--- src/ebdl_pkg.sv ---
// Shared types, constants and helper functions of the display link framer.
// No dependencies; every other file of the block imports this package.
package ebdl_pkg;

    // Frame geometry
    localparam int RX_FRAME_BYTES_DEF = 13;
    localparam int TX_FRAME_BYTES     = 12;
    localparam int TX_IDX_W           = $clog2(TX_FRAME_BYTES);

    // Configuration port
    localparam int PADDR_W = 3;
    localparam int PDATA_W = 32;

    // Register indexes, taken from paddr[2]
    localparam logic REG_RX_HEADER    = 1'b0;
    localparam logic REG_BATTERY_CODE = 1'b1;

    // Register reset values
    localparam logic [7:0]  RX_HEADER_RST    = 8'h0C;
    localparam logic [7:0]  BATTERY_CODE_RST = 8'd4;
    localparam logic [15:0] WHEEL_TIME_RST   = 16'd2010;

    // Speed clamp and wheel time dividend
    localparam int                 SPEED_W   = 13;
    localparam logic signed [15:0] SPEED_MIN = 16'sd90;
    localparam logic signed [15:0] SPEED_MAX = 16'sd4557;
    localparam int                 DIV_NUM_W = 20;
    localparam logic [DIV_NUM_W-1:0] WHEEL_DIVIDEND = 20'd637992;

    // Fixed status frame bytes
    localparam logic [7:0] TX_SOF   = 8'd65;
    localparam logic [7:0] TX_MODE  = 8'd48;
    localparam logic [7:0] TX_CONST = 8'd2;
    localparam logic [7:0] TX_TAIL  = 8'd13;

    // Result kinds
    localparam logic KIND_TX    = 1'b0;
    localparam logic KIND_LEVEL = 1'b1;

    typedef enum logic [1:0] {
        ACT_RX_BYTE = 2'd0,
        ACT_SPEED   = 2'd1,
        ACT_SEND    = 2'd2,
        ACT_NONE    = 2'd3
    } t_action;

    typedef struct packed {
        logic [1:0]         action;
        logic [7:0]         rx_byte;
        logic signed [15:0] speed_rpm10;
    } t_in_item;

    typedef struct packed {
        logic       out_kind;
        logic [7:0] tx_byte;
        logic       tx_last;
        logic [3:0] assist_level;
        logic [8:0] assist_percent;
    } t_out_item;

    // Controller to datapath
    typedef struct packed {
        logic rx_step;
        logic div_start;
        logic tx_clr;
        logic tx_load;
        logic rpt_load;
    } t_cmd;

    // Datapath to controller
    typedef struct packed {
        logic rx_report;
        logic div_done;
        logic tx_at_last;
        logic out_free;
    } t_stat;

    // Level times 100 / 5 is level times 20 = 16x + 4x
    function automatic logic [8:0] ebdl_pct(input logic [3:0] lvl);
        ebdl_pct = {1'b0, lvl, 4'b0000} + {3'b000, lvl, 2'b00};
    endfunction

    // Status frame byte at a given position
    function automatic logic [7:0] ebdl_tx_byte(input logic [TX_IDX_W-1:0] idx,
                                                input logic [7:0]  batt,
                                                input logic [15:0] wt);
        logic [7:0] chk;
        chk = batt ^ TX_MODE ^ wt[15:8] ^ wt[7:0] ^ TX_CONST ^ TX_TAIL;
        case (idx)
            4'd0:    ebdl_tx_byte = TX_SOF;
            4'd1:    ebdl_tx_byte = batt;
            4'd2:    ebdl_tx_byte = TX_MODE;
            4'd3:    ebdl_tx_byte = wt[15:8];
            4'd4:    ebdl_tx_byte = wt[7:0];
            4'd6:    ebdl_tx_byte = chk;
            4'd7:    ebdl_tx_byte = TX_CONST;
            4'd8:    ebdl_tx_byte = TX_TAIL;
            default: ebdl_tx_byte = 8'd0;
        endcase
    endfunction

endpackage

--- src/ebike_display_link_framer.sv ---
// Top level of the display link framer: configuration port, sequencer, datapath.
// Depends on ebdl_pkg, ebdl_regs, ebdl_ctrl, ebdl_dp (and ebdl_div below it).
//
//  channel | direction | handshake                 | payload
//  --------+-----------+---------------------------+---------------------------
//  in      | to block  | i_in_valid / o_in_stall   | i_in_data  (t_in_item)
//  out     | from block| o_out_valid / i_out_stall | o_out_data (t_out_item)
//  config  | to block  | psel penable pwrite pready| paddr, pwdata, prdata
//
// A received byte that ends a frame with a new assist level also issues a level report.
// A speed sample runs the 20-step bit-serial divider.
// A send request puts out one status byte per cycle through the output register,
// slowed while the out channel stalls.
// The output register lets the next request in while the last result waits.
// Reset is synchronous, active low; registers return to their reset values.
module ebike_display_link_framer
    import ebdl_pkg::*;
#(
    parameter int RX_FRAME_BYTES = RX_FRAME_BYTES_DEF
) (
    input  logic               i_clk,
    input  logic               i_rst_n,
    input  logic               i_in_valid,
    output logic               o_in_stall,
    input  t_in_item           i_in_data,
    output logic               o_out_valid,
    input  logic               i_out_stall,
    output t_out_item          o_out_data,
    input  logic               psel,
    input  logic               penable,
    input  logic               pwrite,
    input  logic [PADDR_W-1:0] paddr,
    input  logic [PDATA_W-1:0] pwdata,
    output logic [PDATA_W-1:0] prdata,
    output logic               pready
);

    logic       w_cfg_wr;
    logic [7:0] w_rx_header;
    logic [7:0] w_battery_code;
    t_cmd       w_cmd;
    t_stat      w_stat;

    // Complete a write in the access phase
    assign pready   = 1'b1;
    assign w_cfg_wr = psel && penable && pwrite && pready;

    ebdl_regs u_regs (
        .i_clk          (i_clk),
        .i_rst_n        (i_rst_n),
        .i_wr           (w_cfg_wr),
        .i_idx          (paddr[2]),
        .i_wdata        (pwdata),
        .o_rdata        (prdata),
        .o_rx_header    (w_rx_header),
        .o_battery_code (w_battery_code)
    );

    ebdl_ctrl u_ctrl (
        .i_clk      (i_clk),
        .i_rst_n    (i_rst_n),
        .i_in_valid (i_in_valid),
        .i_action   (t_action'(i_in_data.action)),
        .i_stat     (w_stat),
        .o_in_stall (o_in_stall),
        .o_cmd      (w_cmd)
    );

    ebdl_dp #(
        .RX_FRAME_BYTES (RX_FRAME_BYTES)
    ) u_dp (
        .i_clk          (i_clk),
        .i_rst_n        (i_rst_n),
        .i_in_data      (i_in_data),
        .i_rx_header    (w_rx_header),
        .i_battery_code (w_battery_code),
        .i_cmd          (w_cmd),
        .o_stat         (w_stat),
        .i_out_stall    (i_out_stall),
        .o_out_valid    (o_out_valid),
        .o_out_data     (o_out_data)
    );

endmodule

--- src/ebdl_div.sv ---
// Restoring divider: fixed wheel time dividend over the clamped speed, one bit a cycle.
// Depends on ebdl_pkg.
module ebdl_div
    import ebdl_pkg::*;
(
    input  logic               i_clk,
    input  logic               i_rst_n,
    input  logic               i_start,
    input  logic [SPEED_W-1:0] i_divisor,
    output logic               o_done,
    output logic [15:0]        o_quotient
);

    localparam int CNT_W = $clog2(DIV_NUM_W);

    logic                 r_busy, n_busy;
    logic [CNT_W-1:0]     r_cnt, n_cnt;
    logic [DIV_NUM_W-1:0] r_num, n_num;
    logic [SPEED_W-1:0]   r_rem, n_rem;
    logic [SPEED_W-1:0]   r_den, n_den;
    logic [SPEED_W:0]     w_part;
    logic [SPEED_W:0]     w_diff;
    logic                 w_ge;

    // Shift in the next dividend bit and try the subtract
    assign w_part = {r_rem, r_num[DIV_NUM_W-1]};
    assign w_diff = w_part - {1'b0, r_den};
    assign w_ge   = (w_part >= {1'b0, r_den});

    assign o_done     = r_busy && (r_cnt == CNT_W'(DIV_NUM_W - 1));
    assign o_quotient = n_num[15:0];

    // Load on start, then advance one quotient bit a cycle
    always_comb begin
        n_busy = r_busy;
        n_cnt  = r_cnt;
        n_num  = r_num;
        n_rem  = r_rem;
        n_den  = r_den;
        if (i_start) begin
            n_busy = 1'b1;
            n_cnt  = '0;
            n_num  = WHEEL_DIVIDEND;
            n_rem  = '0;
            n_den  = i_divisor;
        end else if (r_busy) begin
            n_num = {r_num[DIV_NUM_W-2:0], w_ge};
            n_rem = w_ge ? w_diff[SPEED_W-1:0] : w_part[SPEED_W-1:0];
            n_cnt = r_cnt + 1'b1;
            if (o_done) begin
                n_busy = 1'b0;
            end
        end
    end

    always_ff @(posedge i_clk) begin
        if (!i_rst_n) begin
            r_busy <= 1'b0;
            r_cnt  <= '0;
        end else begin
            r_busy <= n_busy;
            r_cnt  <= n_cnt;
        end
    end

    always_ff @(posedge i_clk) begin
        r_num <= n_num;
        r_rem <= n_rem;
        r_den <= n_den;
    end

`ifndef SYNTHESIS
    // Divisor is at least the speed floor, so the quotient fits 13 bits
    a_quotient_range: assert property (@(posedge i_clk) disable iff (!i_rst_n)
        o_done |-> (n_num < 20'd8192))
        else $error("wheel time quotient out of range");
`endif

endmodule

--- src/ebdl_ctrl.sv ---
// Sequencer of the framer: accepts requests, runs divide, report and send phases.
// Depends on ebdl_pkg; drives the datapath through t_cmd and reads t_stat.
module ebdl_ctrl
    import ebdl_pkg::*;
(
    input  logic    i_clk,
    input  logic    i_rst_n,
    input  logic    i_in_valid,
    input  t_action i_action,
    input  t_stat   i_stat,
    output logic    o_in_stall,
    output t_cmd    o_cmd
);

    typedef enum logic [3:0] {
        ST_IDLE   = 4'b0001,
        ST_REPORT = 4'b0010,
        ST_DIV    = 4'b0100,
        ST_SEND   = 4'b1000
    } t_state;

    t_state r_state, n_state;
    logic   w_take;

    assign o_in_stall = (r_state != ST_IDLE);
    assign w_take     = i_in_valid && (r_state == ST_IDLE);

    // Decode the request and step through the phases
    always_comb begin
        n_state = r_state;
        o_cmd   = '0;
        case (r_state)
            ST_IDLE: begin
                if (w_take) begin
                    case (i_action)
                        ACT_RX_BYTE: begin
                            o_cmd.rx_step = 1'b1;
                            if (i_stat.rx_report) begin
                                n_state = ST_REPORT;
                            end
                        end
                        ACT_SPEED: begin
                            o_cmd.div_start = 1'b1;
                            n_state         = ST_DIV;
                        end
                        ACT_SEND: begin
                            o_cmd.tx_clr = 1'b1;
                            n_state      = ST_SEND;
                        end
                        default: n_state = ST_IDLE;
                    endcase
                end
            end
            ST_REPORT: begin
                if (i_stat.out_free) begin
                    o_cmd.rpt_load = 1'b1;
                    n_state        = ST_IDLE;
                end
            end
            ST_DIV: begin
                if (i_stat.div_done) begin
                    n_state = ST_IDLE;
                end
            end
            ST_SEND: begin
                if (i_stat.out_free) begin
                    o_cmd.tx_load = 1'b1;
                    if (i_stat.tx_at_last) begin
                        n_state = ST_IDLE;
                    end
                end
            end
            default: n_state = ST_IDLE;
        endcase
    end

    always_ff @(posedge i_clk) begin
        if (!i_rst_n) begin
            r_state <= ST_IDLE;
        end else begin
            r_state <= n_state;
        end
    end

`ifndef SYNTHESIS
    // The divider finishes only while the sequencer waits for it
    a_div_done_in_div: assert property (@(posedge i_clk) disable iff (!i_rst_n)
        i_stat.div_done |-> (r_state == ST_DIV))
        else $error("divider done outside divide phase");

    // A status frame ends with the sequencer back in idle
    a_send_ends_idle: assert property (@(posedge i_clk) disable iff (!i_rst_n)
        (o_cmd.tx_load && i_stat.tx_at_last) |=> (r_state == ST_IDLE))
        else $error("send phase did not end after last byte");
`endif

endmodule

--- src/ebdl_dp.sv ---
// Datapath of the framer: receive counter, level store, wheel time, output register.
// Depends on ebdl_pkg and ebdl_div; controlled by ebdl_ctrl via t_cmd / t_stat.
module ebdl_dp
    import ebdl_pkg::*;
#(
    parameter int RX_FRAME_BYTES = RX_FRAME_BYTES_DEF
) (
    input  logic      i_clk,
    input  logic      i_rst_n,
    input  t_in_item  i_in_data,
    input  logic [7:0] i_rx_header,
    input  logic [7:0] i_battery_code,
    input  t_cmd      i_cmd,
    output t_stat     o_stat,
    input  logic      i_out_stall,
    output logic      o_out_valid,
    output t_out_item o_out_data
);

    localparam int RXC_W = $clog2(RX_FRAME_BYTES);

    logic [RXC_W-1:0]    r_rx_count, n_rx_count;
    logic [3:0]          r_rx_level, n_rx_level;
    logic [3:0]          r_cur_level, n_cur_level;
    logic [15:0]         r_wheel_time, n_wheel_time;
    logic [TX_IDX_W-1:0] r_tx_idx, n_tx_idx;
    logic                r_out_valid, n_out_valid;
    t_out_item           r_out, n_out;

    logic               w_frame_end;
    logic [3:0]         w_level;
    logic [SPEED_W-1:0] w_speed;
    logic               w_div_done;
    logic [15:0]        w_quotient;
    logic               w_out_free;

    // Frame completes on the last byte of a frame already started
    assign w_frame_end = (r_rx_count != '0) && (r_rx_count == RXC_W'(RX_FRAME_BYTES - 1));
    assign w_level     = (r_rx_count == RXC_W'(1)) ? i_in_data.rx_byte[3:0] : r_rx_level;
    assign w_out_free  = !r_out_valid || !i_out_stall;

    assign o_stat.rx_report  = w_frame_end && (w_level != r_cur_level);
    assign o_stat.div_done   = w_div_done;
    assign o_stat.tx_at_last = (r_tx_idx == TX_IDX_W'(TX_FRAME_BYTES - 1));
    assign o_stat.out_free   = w_out_free;

    // Clamp the speed sample to the divider range
    always_comb begin
        if (i_in_data.speed_rpm10 < SPEED_MIN) begin
            w_speed = SPEED_W'(SPEED_MIN);
        end else if (i_in_data.speed_rpm10 > SPEED_MAX) begin
            w_speed = SPEED_W'(SPEED_MAX);
        end else begin
            w_speed = i_in_data.speed_rpm10[SPEED_W-1:0];
        end
    end

    ebdl_div u_div (
        .i_clk      (i_clk),
        .i_rst_n    (i_rst_n),
        .i_start    (i_cmd.div_start),
        .i_divisor  (w_speed),
        .o_done     (w_div_done),
        .o_quotient (w_quotient)
    );

    // Gather received bytes and track the assist level
    always_comb begin
        n_rx_count  = r_rx_count;
        n_rx_level  = r_rx_level;
        n_cur_level = r_cur_level;
        if (i_cmd.rx_step) begin
            if (r_rx_count == '0) begin
                if (i_in_data.rx_byte == i_rx_header) begin
                    n_rx_count = RXC_W'(1);
                end
            end else begin
                if (r_rx_count == RXC_W'(1)) begin
                    n_rx_level = i_in_data.rx_byte[3:0];
                end
                if (w_frame_end) begin
                    n_rx_count  = '0;
                    n_cur_level = w_level;
                end else begin
                    n_rx_count = r_rx_count + 1'b1;
                end
            end
        end
    end

    // Store the new wheel time when the divider finishes
    assign n_wheel_time = w_div_done ? w_quotient : r_wheel_time;

    // Advance the send index and fill the output register
    always_comb begin
        n_tx_idx    = r_tx_idx;
        n_out       = r_out;
        n_out_valid = r_out_valid && i_out_stall;
        if (i_cmd.tx_clr) begin
            n_tx_idx = '0;
        end
        if (i_cmd.tx_load) begin
            n_out.out_kind       = KIND_TX;
            n_out.tx_byte        = ebdl_tx_byte(r_tx_idx, i_battery_code, r_wheel_time);
            n_out.tx_last        = o_stat.tx_at_last;
            n_out.assist_level   = 4'd0;
            n_out.assist_percent = 9'd0;
            n_out_valid          = 1'b1;
            n_tx_idx             = r_tx_idx + 1'b1;
        end else if (i_cmd.rpt_load) begin
            n_out.out_kind       = KIND_LEVEL;
            n_out.tx_byte        = 8'd0;
            n_out.tx_last        = 1'b0;
            n_out.assist_level   = r_cur_level;
            n_out.assist_percent = ebdl_pct(r_cur_level);
            n_out_valid          = 1'b1;
        end
    end

    always_ff @(posedge i_clk) begin
        if (!i_rst_n) begin
            r_rx_count   <= '0;
            r_rx_level   <= 4'd0;
            r_cur_level  <= 4'd0;
            r_wheel_time <= WHEEL_TIME_RST;
            r_tx_idx     <= '0;
            r_out_valid  <= 1'b0;
        end else begin
            r_rx_count   <= n_rx_count;
            r_rx_level   <= n_rx_level;
            r_cur_level  <= n_cur_level;
            r_wheel_time <= n_wheel_time;
            r_tx_idx     <= n_tx_idx;
            r_out_valid  <= n_out_valid;
        end
    end

    always_ff @(posedge i_clk) begin
        r_out <= n_out;
    end

    assign o_out_valid = r_out_valid;
    assign o_out_data  = r_out;

`ifndef SYNTHESIS
    // Never overwrite a result that is still waiting
    a_load_when_free: assert property (@(posedge i_clk) disable iff (!i_rst_n)
        (i_cmd.tx_load || i_cmd.rpt_load) |-> w_out_free)
        else $error("output register overwritten");

    // The receive counter stays inside one frame
    a_rx_count_range: assert property (@(posedge i_clk) disable iff (!i_rst_n)
        r_rx_count <= RXC_W'(RX_FRAME_BYTES - 1))
        else $error("receive counter past frame length");
`endif

endmodule

--- src/ebdl_top_placeholder_unused.sv ---
// Register file of the framer configuration: receive header and battery code.
// Depends on ebdl_pkg; read and written from the top level configuration port.
module ebdl_regs
    import ebdl_pkg::*;
(
    input  logic               i_clk,
    input  logic               i_rst_n,
    input  logic               i_wr,
    input  logic               i_idx,
    input  logic [PDATA_W-1:0] i_wdata,
    output logic [PDATA_W-1:0] o_rdata,
    output logic [7:0]         o_rx_header,
    output logic [7:0]         o_battery_code
);

    logic [7:0] r_rx_header, n_rx_header;
    logic [7:0] r_battery_code, n_battery_code;

    // Write the addressed register
    always_comb begin
        n_rx_header    = r_rx_header;
        n_battery_code = r_battery_code;
        if (i_wr) begin
            if (i_idx == REG_RX_HEADER) begin
                n_rx_header = i_wdata[7:0];
            end else begin
                n_battery_code = i_wdata[7:0];
            end
        end
    end

    always_ff @(posedge i_clk) begin
        if (!i_rst_n) begin
            r_rx_header    <= RX_HEADER_RST;
            r_battery_code <= BATTERY_CODE_RST;
        end else begin
            r_rx_header    <= n_rx_header;
            r_battery_code <= n_battery_code;
        end
    end

    // Read back the addressed register
    assign o_rdata = (i_idx == REG_RX_HEADER) ? {{(PDATA_W-8){1'b0}}, r_rx_header}
                                              : {{(PDATA_W-8){1'b0}}, r_battery_code};
    assign o_rx_header    = r_rx_header;
    assign o_battery_code = r_battery_code;

endmodule

--- config.mk ---
export PLATFORM = sky130hd
export DESIGN_NAME = ebike_display_link_framer
export DESIGN_NICKNAME = d
export VERILOG_FILES = /design/src/ebdl_pkg.sv /design/src/ebike_display_link_framer.sv /design/src/ebdl_div.sv /design/src/ebdl_ctrl.sv /design/src/ebdl_dp.sv /design/src/ebdl_top_placeholder_unused.sv
export SDC_FILE = /design/constraint.sdc
export NUM_CORES = 1
export LEC_CHECK = 0
export BUFFER_PORTS_ARGS = -buffer_cell sky130_fd_sc_hd__buf_2
export CELL_PAD_IN_SITES_DETAIL_PLACEMENT = 0
export CELL_PAD_IN_SITES_GLOBAL_PLACEMENT = 2
export CORE_ASPECT_RATIO = 1.2
export CORE_MARGIN = 3
export CORE_UTILIZATION = 35
export DETAILED_ROUTE_END_ITERATION = 16
export PLACE_DENSITY = 0.82
export SLEW_MARGIN = 30
export SYNTH_ARGS = -nofsm -noshare
export SYNTH_HDL_FRONTEND = slang
export SYNTH_SLANG_ARGS = --single-unit
--- constraint.sdc ---
create_clock -name i_clk -period 5.65 [get_ports i_clk]
set_input_delay 0.2825 -clock i_clk [delete_from_list [all_inputs] [get_ports i_clk]]
set_output_delay 0.2825 -clock i_clk [all_outputs]
set_load 0.01 [all_outputs]
Word level (Yosys, flattened, before mapping)
Cells that the tools add are included.

cells by class
  $add $sub $neg = 5
  $lt $le $gt $ge = 3
  equal/unequal tests = 27
  mux-type cells = 35
  bitwise operators = 8
  reductions and logical operators = 24

operators with widths
  kind                    number
  $pmux W8 S8             1
  $mux W4                 12
  $mux W22                2
  $mux W16                2
  $mux W13                2
  $eq A4 B3 Y1 const B    4
  $eq A4 B4 Y1 const B    4
  $gt A16 B14 Y1 const B  1
  $lt A16 B8 Y1 const B   1
  $pmux W4 S4             1
  $xor A8 B8 Y8           2
  $ge A14 B13 Y1          1
  $sub A13 B13 Y13        1
  $eq A4 B1 Y1 const B    3
  $eq A4 B2 Y1 const B    3
  $pmux W4 S3             1
  $mux W1                 11
  $add A8 B6 Y9           1
  $add A4 B1 Y4 const B   2
  $eq A8 B8 Y1            1
  $logic_not A4 Y1        2
  $mux W8                 1
  $ne A2 B2 Y1 const B    4
  $reduce_and A2 Y1       4
  21 further kinds        35

word-level totals
  register bits after elaboration = 128
  bits of input ports = 68
  logic and storage cells = 123

Logic depth before layout (Yosys ltp)
Gate-level depths: netlist of the first run.

  depth in word-level cells = 8
  depth in mapped cells = 11

Hierarchy
From an unflattened synthesis of the first run, not the netlist that was laid out.

unflattened totals
  cells, all modules = 756
  area total of the unflattened synthesis = 6980.4 um^2

by module, submodules not included
  module                     times used  cells each  area an instance (um^2)
  ebdl_dp                    1           340         3113.0
  ebdl_div                   1           275         2600.0
  ebdl_regs                  1           102         934.6
  ebdl_ctrl                  1           36          315.3
  ebike_display_link_framer  1           3           17.5

Worst setup path after synthesis of the first run
No wires, ideal clock.

  path kind = register -> register
  start = reg u_dp.u_div.r_num[19]
  end = reg u_dp.u_div.r_rem[11]
  setup time = 0.074 ns
  data arrival time = 2.361 ns
  data required time = 5.576 ns
  setup slack = 3.215 ns
  cell stages (with the launch flop) = 12
  period minus slack after synthesis = 2.435 ns
  cell sequence = dfxtp_1 inv_1 ha_1 fa_1 nand2b_1 a211o_1 a21oi_1 o21ai_0 and2_1 buf_2 a31o_2 a31oi_1

on the way
  longest elaborated chain between the ends = 2
  elaborated cells on any way between the ends = 3
  classes of those cells = 1 x add/sub; 1 x order compare; 1 x mux

RTL lines
  item                                                RTL line                        text
  from (decl)                                         ebdl_div.sv:18                  logic [DIV_NUM_W-1:0] r_num, n_num;
  from (signal assigned)                              ebdl_div.sv:67                  r_num <= n_num;
  $sub A13 B13 Y13 or $ge A14 B13 Y1 (tied branches)  ebdl_div.sv:27, ebdl_div.sv:28
  $mux W13 (*)                                        ebdl_div.sv:48                  n_rem = w_ge ? w_diff[SPEED_W-1:0] : w_part[SPEED_W-1:0];
  to (signal assigned)                                ebdl_div.sv:68                  r_rem <= n_rem;
  to (decl)                                           ebdl_div.sv:19                  logic [SPEED_W-1:0] r_rem, n_rem;

Every way passes the cells marked *; elsewhere a longest branch is shown, timed or not.
A chain may end at the register's enable or synchronous reset.

Final worst setup path of the first run
  start = reg u_dp.u_div.r_num[19]
  end = reg u_dp.u_div.r_rem[6]

The elaborated chain is that of the path after synthesis.

==> qor.csv, run 1 <==
metric,value,unit
core,18400,sq um
syn-cell-area,6640,sq um
fin_crit_sh,51.4,%
io_pins,126,
internal_power,2.06,mW
grt_max_degree,60,
synth-seq-cells,124,
worstSetupStartpointType,register,
vias,5284,
ys_seq_area_share,40.7,%
viasPerCell,4.96,
layout_commonest_cell,dfxtp_1,
syn_avg_cell_area,8.92,sq um
place_congestion,0.868,
cpMaxStageDelayCell,nand2_1,
synth_edf_count,22,
grt_pass1_wl,25.5,mm
wl_met2,7.61,mm
synth_cells,744,
status,completed,
setup_viol,0,
portBuffers,72,
overflow,0,
layout.cells.non_filler,1066,
met3RoutedLength,660,um
routed_wl,15.1,mm
rsz0062_at_grt,no,
vdd_drop_max,0.206,mV
cap_violations,0,
clock-root-buffer,clkbuf_16,
clkTransAtPathRegs,60,ps
placed_cell_area,7080,sq um
clock_skew,10.5,ps
most-common-layout-cells,"dfxtp_1, nor2_1, nand2_1",
diodes,0,
drc_errors,0,
drive_above_1_share,15.5,%
cpMostUsedCell,a21oi_1,
cts_buffers,17,
cts_resized,0,
fin_util,42.1,%
grt_pass1_vias,5183,
final-hold-violation-count,0,
grt_use_total,15.0,%
power,2.90,mW
rrSetupSlack,2740,ps
max_freq,344,MHz
dp_cells,1034,
wirelength_met1,6.65,mm
finalWorstSetupSlack,2740,ps
drt_iter0_drc,217,
drv_slew,0,
routed.top_layer,met4,
path_max_fanout,11,
hp-class,input pin to register,
fp.dieW,132,um
power.share.clock,40.8,%
seq_power_share,37.3,%
hold_ws,105,ps
max_slew_margin,47.4,%
finalSetupTns,0,ps
p_sw,841,uW
synth_flop_cell,dfxtp_1,
clockBufferDepth,2,
clock_sinks,124,
fp-row-count,54,
htreeDepth,4,
path_cells,"inv_1, ha_1, fa_1, nand2b_1, a211o_1, a21oi_1, o21ai_0, nand2_1, mux2i_1, a21oi_1",
cpPeakStageDelay,510,ps
cp.arrival,3160,ps
pre_cts_ws,2700,ps
final_nets,894,
antenna_found_initial,0,
p_leak,3.25,nW
worst_pin_slew,787,ps
synth.distinct_cells,63,
ant_nets,0,
async_reset_ff_share,0,%
fp.dieArea,20700,sq um
combPwrFrac,21.9,%
timing.critical_path.to_type,register,
p_sw_share,29.0,%
wl_per_cell,14.2,um
worstPathRequired,5910,ps
period_minus_slack,2910,ps
cts_tree,yes,
start_util,36.1,%
clk_latency,410,ps
cts_setup_buffers,0,
powerDensity,375,nW/um^2
hpwl,10.8,mm
synth_warnings,0,
fin_area,7740,sq um
dieHeight,157,um
critical_path_class,register to register,
first_pass_iters,5,
ctsHoldBuffers,0,
area_delta_synth_final,16.7,%
[final timing paths]
kind,start,to,depth (start not counted)
worst max-delay path,u_dp.u_div.r_num[19]$_SDFFE_PP1P_,u_dp.u_div.r_rem[6]$_SDFFE_PP0P_,10
worst min-delay path,pwdata[2],u_regs.o_rx_header[2]$_SDFFE_PN1P_,3
worst max register to register,u_dp.u_div.r_num[19]$_SDFFE_PP1P_,u_dp.u_div.r_rem[6]$_SDFFE_PP0P_,10
worst min register to register,u_dp.o_out_data[12]$_SDFFE_PP0P_,u_dp.o_out_data[12]$_SDFFE_PP0P_,2
[layer usage]
metal / global-route usage, % / vias to the layer above
met4: 5.05 / 0
met5: 0 / -
met3: 4.08 / 13
met2: 26.4 / 123
met1: 17.9 / 2461
li1: - / 2687
[cell type report]
type,instances,area [sq um]
Fill cell,1830,10600
Multi-Input combinational cell,551,3560
Sequential cell,124,2700
Clock buffer,22,507
Timing Repair Buffer,76,393
Tap cell,252,315
Clock inverter,10,149
Inverter,31,116
[flip-flops by register name, summed over array words and instances (netlist names), 4 cells and up]
| name | count |
|---|---|
| u_dp.r_rx_level | 4 |
| u_dp.u_div.r_cnt | 5 |
| u_regs.o_battery_code | 8 |
| u_dp.o_out_data | 19 |
| u_dp.r_cur_level | 4 |
| u_dp.u_div.r_num | 20 |
| u_regs.o_rx_header | 8 |
| u_dp.r_wheel_time | 16 |
| u_dp.r_tx_idx | 4 |
| u_dp.r_rx_count | 4 |
| u_ctrl.r_state | 4 |
| u_dp.u_div.r_den | 13 |
| u_dp.u_div.r_rem | 13 |
[logic make-up after synthesis]
family / after synthesis / share of synthesized area (%)
muxes: 51 / 7.84
other: 2 / 0.113
AOI/OAI and AO/OA: 150 / 15.3
xor gates and xnor gates: 36 / 4.75
adders and majority gates: 25 / 4.94
and+or+nand+nor: 262 / 19.3
buffers and inverters: 94 / 7.11
DFF: 124 / 40.7
[worst max-delay path: cells and delay by family, from the launching register on]
| kind | cells | cell delay (ps) |
|---|---|---|
| AOI/OAI and AO/OA | 4 | 810 |
| adders and majority gates | 2 | 630 |
| buffers and inverters | 1 | 60 |
| DFF | 1 | 320 |
| muxes | 1 | 260 |
| and+or+nand+nor | 2 | 690 |
[synthesized netlist by cell type (4+ instances only)]
library cell | instances | share of area, %
dfxtp_1 | 102 | 31
nor2_1 | 79 | 4.5
nand2_1 | 74 | 4.2
mux2i_1 | 43 | 6.5
o21ai_0 | 39 | 2.9
buf_4 | 30 | 3.4
inv_1 | 30 | 1.7
a21oi_1 | 28 | 2.1
clkbuf_1 | 28 | 1.6
nand3_1 | 26 | 2.0
xnor2_1 | 25 | 3.3
ha_1 | 23 | 4.3
edfxtp_1 | 22 | 10
a21boi_0 | 17 | 1.9
nand4_1 | 13 | 1.2
nor3b_1 | 11 | 1.2
o211a_1 | 11 | 1.7
xor2_1 | 11 | 1.5
nor2b_1 | 9 | 0.85
and2_1 | 8 | 0.75
mux2_2 | 8 | 1.4
nand2b_1 | 8 | 0.75
a211oi_1 | 7 | 0.79
a221oi_1 | 7 | 0.92
nand3b_1 | 6 | 0.68
nor3_1 | 6 | 0.45
a31oi_1 | 5 | 0.47
buf_2 | 5 | 0.38
a21o_1 | 4 | 0.45
o22ai_1 | 4 | 0.38
or3_1 | 4 | 0.38
[power by group through the flow]
| stage | logic, mW | clock network [mW] | registers, mW |
|---|---|---|---|
| 4_1_cts | 0.637 | 1.21 | 1.08 |
| 3_5_place_dp | 0.635 | 0 | 1.10 |
| 2_1_floorplan | 0.528 | 0 | 1.08 |
| 3_3_place_gp | 0.618 | 0 | 1.10 |
| 5_1_grt | 0.728 | 1.25 | 1.09 |
| 6_report | 0.637 | 1.18 | 1.08 |
(Power assumes the default switching activity.)
==> run 2: changes to the inputs <==
Settings changed: CORE_UTILIZATION 35 to 34, PLACE_DENSITY 0.82 to 0.8.
Clock period 5.65 ns to 2.9 ns, I/O delays scaled along.
==> run 2 against run 1 <==
Final cell count up 1.7%. Clock power rose by 88%. Largest cell class unchanged. Cell area is 1.3% higher. Non-clock buffer count up 14.
==> qor.csv, run 2 (synthesis results as in run 1) <==
metric,value,unit,change
status,completed,,
largest_reg_flops,20,,unchanged
timing.critical_path.to_type,register,,
hold_end,u_dp.u_div.r_den[12]$_SDFFCE_PP0P_,,
drc_errors,0,,unchanged
rsz0062_at_grt,no,,
drt_iter0_drc,251,,+16%
hpwl,11.2,mm,+3.4%
internal_power,3.99,mW,+94%
cts_tree,yes,,
p_leak,3.29,nW,+1.3%
core,19000,sq um,+3.3%
critical_path_class,register to register,,
area_delta_synth_final,18.2,%,
diodes,0,,unchanged
clockBufferDepth,2,,unchanged
cp-startpoint,u_dp.u_div.r_num[19]$_SDFFE_PP1P_,,
cpMaxStageDelayCell,fa_1,,
powerDensity,716,nW/um^2,+91%
grt_max_degree,54,,-10%
clkTransAtPathRegs,60,ps,about the same
grt_use_total,14.9,%,-0.17 points
top_register,u_dp.u_div.r_num,,
placed_cell_area,7140,sq um,+0.72%
path_cells,"inv_1, ha_1, fa_1, nand2b_1, a211o_1, a21oi_2, o21ai_0, nand2_1, buf_4, mux2i_1, a21oi_1",,
worstPathRequired,3160,ps,-2750 ps
clock-root-buffer,clkbuf_16,,
worst_pin_slew,902,ps,+115 ps
dieHeight,159,um,+1.4%
overflow,0,,unchanged
max_slew_margin,39.9,%,-7.5 points
hp-class,input pin to register,,
routed_wl,15.3,mm,+1.4%
cap_violations,0,,unchanged
p_sw_share,28.9,%,-0.11 points
start_util,34.9,%,-1.2 points
cpPeakStageDelay,390,ps,-120 ps
cts_buffers,17,,unchanged
place_congestion,0.835,,-3.8%
combPwrFrac,22.9,%,+1.0 points
final-hold-violation-count,0,,unchanged
viasPerCell,4.93,,-0.53%
grt_pass1_vias,5470,,+5.5%
reg2reg_depth,11,,+1
layout_commonest_cell,dfxtp_1,,
clock_skew,10.6,ps,+0.161 ps
drv_slew,0,,unchanged
period_minus_slack,2620,ps,-286 ps
first_pass_iters,5,,unchanged
fin_area,7840,sq um,+1.3%
clock_sinks,124,,unchanged
power,5.61,mW,+93%
hold_ws,29.7,ps,-75.4 ps
fin_crit_sh,90.3,%,+39 points
fp.dieW,134,um,+1.4%
power.share.clock,39.5,%,-1.3 points
vdd_drop_max,0.448,mV,+120%
max_freq,382,MHz,+11%
rrSetupSlack,280,ps,-2460 ps
final_nets,908,,+1.6%
hp-start,i_in_data[15],,
clk_latency,410,ps,about the same
cp.arrival,2880,ps,-280 ps
setup_viol,0,,unchanged
io_pins,126,,unchanged
grt_pass1_wl,26.4,mm,+3.3%
fp.dieArea,21200,sq um,+2.8%
antenna_found_initial,0,,unchanged
seq_power_share,37.6,%,+0.3 points
path_max_fanout,7,,-4
hold_depth,2,,-1
vias,5345,,+1.2%
rr_endpoint,u_dp.u_div.r_rem[9]$_SDFFE_PP0P_,,
portBuffers,72,,unchanged
r2r-start,u_dp.u_div.r_num[19]$_SDFFE_PP1P_,,
p_sw,1.62,mW,+93%
fp-row-count,55,,+1.9%
htreeDepth,4,,unchanged
worstSetupStartpointType,register,,
drive_above_1_share,15.8,%,+0.34 points
ant_nets,0,,unchanged
most-common-layout-cells,"dfxtp_1, nor2_1, nand2_1",,
finalSetupTns,0,ps,unchanged
wl_per_cell,14.1,um,-0.33%
-- run 2: cell count changes in the layout (fill, tap and decap cells not counted), moves of 2 or more --
cell / previous run / this run
clkinv_4: 5 / 0
dlygate4sd3_1: 0 / 8
clkinv_2: 0 / 2
clkbuf_1: 1 / 3
clkinvlp_4: 0 / 2
buf_4: 5 / 10
-- run 2: timing repair --
item	CTS	global route
hold endpoints to repair	15	0
endpoints found under the setup margin	0	4
gates resized for setup	0	2
setup buffers	0	0
hold buffers	8	0
-- run 2: worst max-delay path by stage --
stage          cells after the start                           endpoint  slack, ps
2_1_floorplan                     11  u_dp.u_div.r_rem[11]$_SDFFE_PP0P_        460
3_3_place_gp                      10  u_dp.u_div.r_rem[11]$_SDFFE_PP0P_        240
3_5_place_dp                      10  u_dp.u_div.r_rem[11]$_SDFFE_PP0P_        200
4_1_cts                           10  u_dp.u_div.r_rem[11]$_SDFFE_PP0P_        160
5_1_grt                            9     u_ctrl.r_state[0]$_SDFFE_PN1P_         50
6_report                          11   u_dp.u_div.r_rem[9]$_SDFFE_PP0P_        280
-- run 2: area by class of cell --
type / instances / area (sq um)
Clock inverter: 9 / 130
Fill cell: 1950 / 11200
Inverter: 31 / 116
Sequential cell: 124 / 2700
Tap cell: 256 / 320
Multi-Input combinational cell: 551 / 3560
Timing Repair Buffer: 90 / 515
Clock buffer: 23 / 489
-- run 2: worst max-delay path: cells and delay by family (launching register included) --
family,cells,cell delay [ps]
AO/OA/AOI/OAI,4,720
adder cells (fa/ha/maj),2,610
flip-flops,1,330
AND/OR/NAND/NOR,2,320
buffers and inverters,2,250
multiplexers,1,240
-- run 2: metrics by stage --
stage | worst slack (ps) | util [%] | instances
2_1_floorplan | 465 | - | 769
3_3_place_gp | 241 | 37.6 | 1044
3_5_place_dp | 196 | 37.6 | 1044
4_1_cts | 155 | 41.3 | 1084
5_1_grt | 54.7 | 41.3 | 1084
6_report | 281 | 41.3 | 1084
-- run 2: power by group through the flow --
stage | clock [mW] | combinational, mW | sequential [mW]
finish | 2.22 | 1.29 | 2.11
global route | 2.34 | 1.47 | 2.14
CTS | 2.27 | 1.29 | 2.11
detailed placement | 0 | 1.28 | 2.14
global placement | 0 | 1.25 | 2.14
floorplan | 0 | 1.03 | 2.10
-- run 2: routing by layer --
metal | share of wire (%) | GRT usage (%) | vias to the layer above
li1 | - | - | 2707
met1 | 43 | 16.8 | 2531
met2 | 52 | 27.5 | 93
met3 | 3.7 | 3.41 | 14
met4 | 1.2 | 4.72 | 0
met5 | 0 | 0 | -
